==> src/lc2k_pkg.sv <==
// ----------------------------------------------------------------------------
// lc2k_pkg
// Shared widths, field positions, codes and controller/datapath interfaces.
// ----------------------------------------------------------------------------
package lc2k_pkg;

  localparam int unsigned MEM_DEPTH_DEF = 65536;
  localparam int unsigned WORD_W        = 32;
  localparam int unsigned ITEM_ADDR_W   = 16;
  // signed width that holds every address expression before wrapping
  localparam int unsigned WOP_W         = 33;

  // instruction word fields
  localparam int unsigned OPC_LSB = 22;
  localparam int unsigned RA_LSB  = 19;
  localparam int unsigned RB_LSB  = 16;
  localparam int unsigned ILL_LSB = 25;
  localparam int unsigned OFF_W   = 16;
  localparam int unsigned REG_W   = 3;

  typedef enum logic [1:0] {
    ITEM_WRITE    = 2'd0,
    ITEM_EXEC     = 2'd1,
    ITEM_READ_MEM = 2'd2,
    ITEM_READ_REG = 2'd3
  } item_op_e;

  typedef enum logic [2:0] {
    INSTR_ADD  = 3'd0,
    INSTR_NOR  = 3'd1,
    INSTR_LW   = 3'd2,
    INSTR_SW   = 3'd3,
    INSTR_BEQ  = 3'd4,
    INSTR_JALR = 3'd5,
    INSTR_HALT = 3'd6,
    INSTR_NOOP = 3'd7
  } instr_op_e;

  typedef enum logic [1:0] {
    RUN_OK      = 2'd0,
    RUN_HALTED  = 2'd1,
    RUN_ILLEGAL = 2'd2
  } run_status_e;

  typedef struct packed {
    logic load_item;
    logic mem_rd;
    logic mem_wr;
    logic mem_at_pc;
    logic instr_load;
    logic wrap_start;
    logic reg_wr;
    logic mem_wb;
    logic pc_adv;
    logic pc_wrap;
    logic count_inc;
    logic set_halt;
    logic set_illegal;
  } dp_cmd_t;

  typedef struct packed {
    item_op_e  item_op;
    instr_op_e instr_op;
    logic      stopped;
    logic      illegal;
    logic      equal;
    logic      wrap_done;
  } dp_status_t;

endpackage

==> src/lc2k_ctrl.sv <==
// ----------------------------------------------------------------------------
// lc2k_ctrl
// Multicycle sequencer for item handling and instruction execution.
// ----------------------------------------------------------------------------
module lc2k_ctrl import lc2k_pkg::*; (
  input  logic        clk_i,
  input  logic        rst_ni,
  input  logic        start_i,
  input  item_op_e    opcode_i,
  input  dp_status_t  status_i,
  output dp_cmd_t     cmd_o,
  output logic        busy_o,
  output logic        done_o
);

  typedef enum logic [8:0] {
    S_IDLE   = 9'b000000001,
    S_FETCH  = 9'b000000010,
    S_DECODE = 9'b000000100,
    S_EXEC   = 9'b000001000,
    S_WSTART = 9'b000010000,
    S_WWAIT  = 9'b000100000,
    S_MEM    = 9'b001000000,
    S_MEMWB  = 9'b010000000,
    S_RESP   = 9'b100000000
  } state_e;

  state_e state_q;
  state_e state_d;
  logic   is_exec;
  logic   is_mem_read;

  assign is_exec     = (status_i.item_op == ITEM_EXEC);
  assign is_mem_read = (status_i.item_op == ITEM_READ_MEM) ||
                       (is_exec && (status_i.instr_op == INSTR_LW));

  always_comb begin
    cmd_o   = '0;
    state_d = state_q;
    unique case (state_q)
      S_IDLE: begin
        if (start_i) begin
          cmd_o.load_item = 1'b1;
          unique case (opcode_i)
            ITEM_WRITE, ITEM_READ_MEM: state_d = S_WSTART;
            ITEM_READ_REG:             state_d = S_RESP;
            ITEM_EXEC:                 state_d = status_i.stopped ? S_RESP : S_FETCH;
            default:                   state_d = S_RESP;
          endcase
        end
      end
      S_FETCH: begin
        cmd_o.mem_rd    = 1'b1;
        cmd_o.mem_at_pc = 1'b1;
        state_d         = S_DECODE;
      end
      S_DECODE: begin
        cmd_o.instr_load = 1'b1;
        state_d          = S_EXEC;
      end
      S_EXEC: begin
        if (status_i.illegal) begin
          cmd_o.set_illegal = 1'b1;
          state_d           = S_RESP;
        end else begin
          cmd_o.count_inc = 1'b1;
          unique case (status_i.instr_op) inside
            INSTR_ADD, INSTR_NOR: begin
              cmd_o.reg_wr = 1'b1;
              cmd_o.pc_adv = 1'b1;
              state_d      = S_RESP;
            end
            INSTR_LW, INSTR_SW: state_d = S_WSTART;
            INSTR_BEQ: begin
              if (status_i.equal) begin
                state_d = S_WSTART;
              end else begin
                cmd_o.pc_adv = 1'b1;
                state_d      = S_RESP;
              end
            end
            INSTR_JALR: begin
              cmd_o.reg_wr = 1'b1;
              state_d      = S_WSTART;
            end
            INSTR_HALT: begin
              cmd_o.set_halt = 1'b1;
              cmd_o.pc_adv   = 1'b1;
              state_d        = S_RESP;
            end
            INSTR_NOOP: begin
              cmd_o.pc_adv = 1'b1;
              state_d      = S_RESP;
            end
            default: state_d = S_RESP;
          endcase
        end
      end
      S_WSTART: begin
        cmd_o.wrap_start = 1'b1;
        state_d          = S_WWAIT;
      end
      S_WWAIT: begin
        if (status_i.wrap_done) begin
          // branch and jump targets go to the pc, the rest to memory
          if (is_exec && (status_i.instr_op != INSTR_LW) &&
              (status_i.instr_op != INSTR_SW)) begin
            cmd_o.pc_wrap = 1'b1;
            state_d       = S_RESP;
          end else begin
            state_d = S_MEM;
          end
        end
      end
      S_MEM: begin
        if (is_mem_read) begin
          cmd_o.mem_rd = 1'b1;
          state_d      = S_MEMWB;
        end else begin
          cmd_o.mem_wr = 1'b1;
          cmd_o.pc_adv = is_exec;
          state_d      = S_RESP;
        end
      end
      S_MEMWB: begin
        cmd_o.mem_wb = 1'b1;
        cmd_o.pc_adv = is_exec;
        state_d      = S_RESP;
      end
      S_RESP: begin
        state_d = S_IDLE;
      end
      default: state_d = S_IDLE;
    endcase
  end

  always_ff @(posedge clk_i or negedge rst_ni) begin
    if (!rst_ni) begin
      state_q <= S_IDLE;
    end else begin
      state_q <= state_d;
    end
  end

  assign busy_o = (state_q != S_IDLE);
  assign done_o = (state_q == S_RESP);

endmodule

==> config.mk <==
export PLATFORM = sky130hd
export DESIGN_NAME = lc2k_ctrl
export DESIGN_NICKNAME = d
export VERILOG_FILES = /design/src/lc2k_pkg.sv /design/src/lc2k_ctrl.sv
export SDC_FILE = /design/constraint.sdc
export NUM_CORES = 1
export LEC_CHECK = 0
export ABC_CLOCK_PERIOD_IN_PS = 2090
export BUFFER_PORTS_ARGS = -buffer_cell sky130_fd_sc_hd__buf_2
export CORE_MARGIN = 2
export CORE_UTILIZATION = 45
export DETAILED_ROUTE_END_ITERATION = 8
export PLACE_DENSITY_LB_ADDON = 0.08
export SKIP_LAST_GASP = 1
export SLEW_MARGIN = 15
export SYNTH_ARGS = -nofsm -noshare
export SYNTH_HDL_FRONTEND = slang
export SYNTH_SLANG_ARGS = --single-unit
export TNS_END_PERCENT = 100
==> constraint.sdc <==
create_clock -name clk_i -period 2.09 [get_ports clk_i]
set_input_delay 0.3135 -clock clk_i [delete_from_list [all_inputs] [get_ports clk_i]]
set_output_delay 0.3135 -clock clk_i [all_outputs]
set_load 0.01 [all_outputs]
# Word level (Yosys, flattened, before mapping)
# Index checks and enable logic that the tools add are counted.
dict set report totals {
  ff_bits 9
  in_bits 14
  word_cells 73
}
dict set report op_classes {
  eq_ne 26
  muxes 35
  n_reduce_logical 11
}
# op n
set op_table {}
lappend op_table {{9-bit one-hot mux with 8 select lines} 1}
lappend op_table {{9-bit 2-to-1 mux} 7}
lappend op_table {{9-bit one-hot mux with 3 select lines} 1}
lappend op_table {{1-bit 2-to-1 mux} 20}
lappend op_table {{9-bit one-hot mux with 2 select lines} 1}
lappend op_table {{3-bit equality test, second input constant} 4}
lappend op_table {{9-bit by 1-bit equality test with 1-bit output, second input constant} 1}
lappend op_table {{9-bit by 2-bit equality test with 1-bit output, second input constant} 1}
lappend op_table {{9-bit by 3-bit equality test with 1-bit output, second input constant} 1}
lappend op_table {{9-bit by 4-bit equality test with 1-bit output, second input constant} 1}
lappend op_table {{9-bit by 5-bit equality test with 1-bit output, second input constant} 1}
lappend op_table {{9-bit by 6-bit equality test with 1-bit output, second input constant} 1}
lappend op_table {{9-bit by 7-bit equality test with 1-bit output, second input constant} 1}
lappend op_table {{9-bit by 8-bit equality test with 1-bit output, second input constant} 1}
lappend op_table {{9-bit equality test, second input constant} 1}
lappend op_table {{9-bit by 1-bit inequality test with 1-bit output, second input constant} 1}
lappend op_table {{2-bit equality test, second input constant} 3}
lappend op_table {{3-bit by 2-bit equality test with 1-bit output, second input constant} 2}
lappend op_table {{3-bit by 2-bit inequality test with 1-bit output, second input constant} 2}
lappend op_table {{3-bit OR reduction} 2}
lappend op_table {{2-bit by 1-bit equality test with 1-bit output, second input constant} 2}
lappend op_table {{2-bit inequality test, second input constant} 2}
lappend op_table {{1-bit one-hot mux with 2 select lines} 2}
lappend op_table {{4-bit OR reduction} 1}
lappend op_table {{10 further kinds} 12}

# Logic depth before layout (Yosys ltp)
dict set report logic_depth {
  ltp_word 6
  depth_mapped 6
  depth_no_buf 5
}

# Worst setup path before layout
# Ideal clock, no wire load.
dict set report synth_path {
  path_kind {register -> output}
  startpoint {register state_q[6]}
  endpoint {output port cmd_o[1] in the netlist's numbering}
  arrival_ps 1948
  required_time_ps 1776
  slack_ps -171
  path_stages_with_launch 6
  path_cell_list {dfrtp_1 buf_2 or4_1 buf_2 nor4_4 nor4b_1}
}
# element line_no
set synth_lines {}
lappend synth_lines {{start, declared} lc2k_ctrl.sv:28} ;# state_e state_q;
lappend synth_lines {{start signal, assigned} lc2k_ctrl.sv:141} ;# state_q <= state_d;
lappend synth_lines {{end, declared} lc2k_ctrl.sv:11} ;# output dp_cmd_t cmd_o,

==> out/qor.csv <==
stage,metric,value,unit
outcome,status,"finished, violations left",
outcome,failed_checks,negative setup slack,
placement,numPortBuffers,28,
sta,worstMarginPinSlew,461,ps
placement,hpwlAfterDp,1810,um
drt,finalWirelength,2440,um
sta,whs,292,ps
grt,grt_max_degree,11,
grt,grt_pass1_wl,3510,um
setup_path,start_kind,flop,
drt,drc,0,
layout,layout-drive-gt1-share,49.7,%
layout,layout.nets,162,
run,maxCapViolations,0,
yosys,ys.flop_type,dfrtp_1,
layout,diodes,0,
layout,syn_to_final_growth,49.7,%
drt,routedWlPerCell,14.4,um
layout,largest_reg_flops,9,
power,vdd_drop_max,0.760,mV
yosys,netlist-cell-type-count,41,
grt,grt_pass1_vias,791,
cts,clock-sinks,9,
sta,setup_viol,9,
cts,root_buffer,clkbuf_4,
yosys,synth_area,841,um^2
sta,period_share,108,%
setup_path,worst_ep_required_time,1780,ps
setup_path,worstPathMaxFanout,3,
placement,gp_congestion,0.823,
power,power_density,1090,mW/mm^2
placement,dp.cells,158,
drt,vias,935,
cts,clockBufferDepth,2,
yosys,ys_seq_area_share,26.9,%
cts,clk_latency,270,ps
cts,clkTransAtPathRegs,60,ps
cts,cts_tree,yes,
yosys,yosysWarnings,0,
floorplan,die_w,47.2,um
grt,grt.overflow.total,0,
sta,slew_headroom,68.8,%
floorplan,dieArea,0.00223,mm^2
setup_path,crit_type,flop to output pin,
hold_path,hp-class,primary input to flop,
sta,slew_viol_final,0,
sta,period_minus_slack,2270,ps
layout,top_register,state_q,
cts,cts_max_level,1,
sta,skew,2.62,ps
sta,final_hold_viol_count,0,
setup_path,worstPathArrival,1950,ps
drt,vias_per_cell,5.50,
sta,max_freq,441,MHz
setup_path,end_kind,output pin,
power,total_leakage_power,0.605,nW
floorplan,core_area,0.00175,mm^2
sta,timing.final.ws_setup,-176,ps
layout,fin_cells,170,
grt,track_usage,22.8,%
yosys,synth_edf_count,0,
drt,drtAntennaViolNets,0,
grt,antenna_found_initial,0,
floorplan,core.rowCount,15,
floorplan,die_y,47.2,um
yosys,synth_fp_nets,117,
drt,drt_iter0_markers,10,
yosys,ys_ff_latch,9,
layout,largestRegisters,state_q (9),
yosys,synthCells,101,
floorplan,initial_core_util,48.2,%
floorplan,ios,29,
cts,numCtsBuffers,3,
yosys,async_reset_ff_share,100,%
yosys,syn_avg_cell_area,8.32,um^2
drt,firstDrtPassIters,3,
sta,setup_tns,-1100,ps
sta,rsz0062_at_grt,true,
layout,finalCoreUtilization,72.1,%
==> repair_timing <==
| item | in CTS | in global routing |
|---|---|---|
| setup endpoints to repair | 12 | 13 |
| buffers inserted | 2 | 7 |
| pin swaps | 3 | 8 |
| gates resized for setup | 7 | 15 |
| hold buffers | 1 | 0 |
| endpoints found under the hold margin | 8 | 0 |
==> per-stage QoR <==
stage                     power, W  area [um^2]  worst slack, ps
after global placement    0.000927         1070             71.9
after detailed placement  0.000943         1070             63.3
after CTS                  0.00115         1160             -188
after global routing       0.00146         1260             -275
after floorplan           0.000718          856            -7.87
final                      0.00138         1260             -176
==> kinds of logic after synthesis <==
| family | synth area share, % |
|---|---|
| buffers and inverters | 7.14 |
| adders and majority gates | 2.98 |
| xor gates and xnor gates | 2.08 |
| and+or+nand+nor | 43.3 |
| DFF | 26.9 |
| AOI/OAI and AO/OA | 17.6 |
==> synthesized netlist by cell type, types with 3 or more instances <==
master	number	share of area [%]
nor4_1	3	2.2
and2_1	3	2.2
nand2_1	3	1.3
nor2b_1	4	3.0
inv_1	8	3.6
nor4b_1	6	6.2
dfrtp_1	8	24
nand2b_1	7	5.2
nor3_1	7	4.2
and3_1	3	2.2
buf_2	3	1.8
nor2_1	8	3.6
==> final timing paths <==
kind                       slack, ps        start  cells past startpoint         end
max                             -180   state_q[4]                      5    cmd_o[4]
max in group asynchronous       1430       rst_ni                      2  state_q[0]
min                              290  opcode_i[0]                      3  state_q[1]
max reg2reg                      100   state_q[2]                      5  state_q[0]
min in group asynchronous        420       rst_ni                      2  state_q[3]
min reg2reg                      600   state_q[3]                      2  state_q[3]
==> power by group <==
part	internal, W	switching [W]	total [W]
clock	0.0000736	0.0000618	0.000135
sequential	0.000218	0.0000364	0.000254
combinational	0.000492	0.000494	0.000986
==> area by class of cell <==
class | count | area, um^2
clock buffers | 4 | 26.3
fillers | 140 | 487
inverters | 8 | 30.0
multi-input cells | 78 | 652
flip-flops and latches | 9 | 226
well taps | 25 | 31.3
repair buffers | 46 | 293
==> critical path, stage by stage, from the launching register on <==
cell and delay, ps:
dfrtp_1 380, or4_4 560, nor4_4 340, buf_4 170, a32o_1 110, buf_2 120
==> metal layers <==
layer	global-route usage, %	wire length (um)	vias up	part of all wire [%]
met5	0	0	-	0
li1	-	-	466	-
met4	5.00	14	0	0.57
met1	28.5	1090	447	45
met2	39.2	1270	19	52
met3	5.77	68	3	2.8
==> cell usage in the layout (no fill, tap or decap), types with 3 or more instances in the layout <==
master    count
buf_2        28
buf_4        13
buf_6         4
clkbuf_4      3
dfrtp_1       8
inv_1         8
nand2_1       3
nand2b_1      7
nor2_1        7
nor2b_1       4
nor3_1        4
nor4b_1       3
Note: power is estimated with default switching activity, not from simulation.
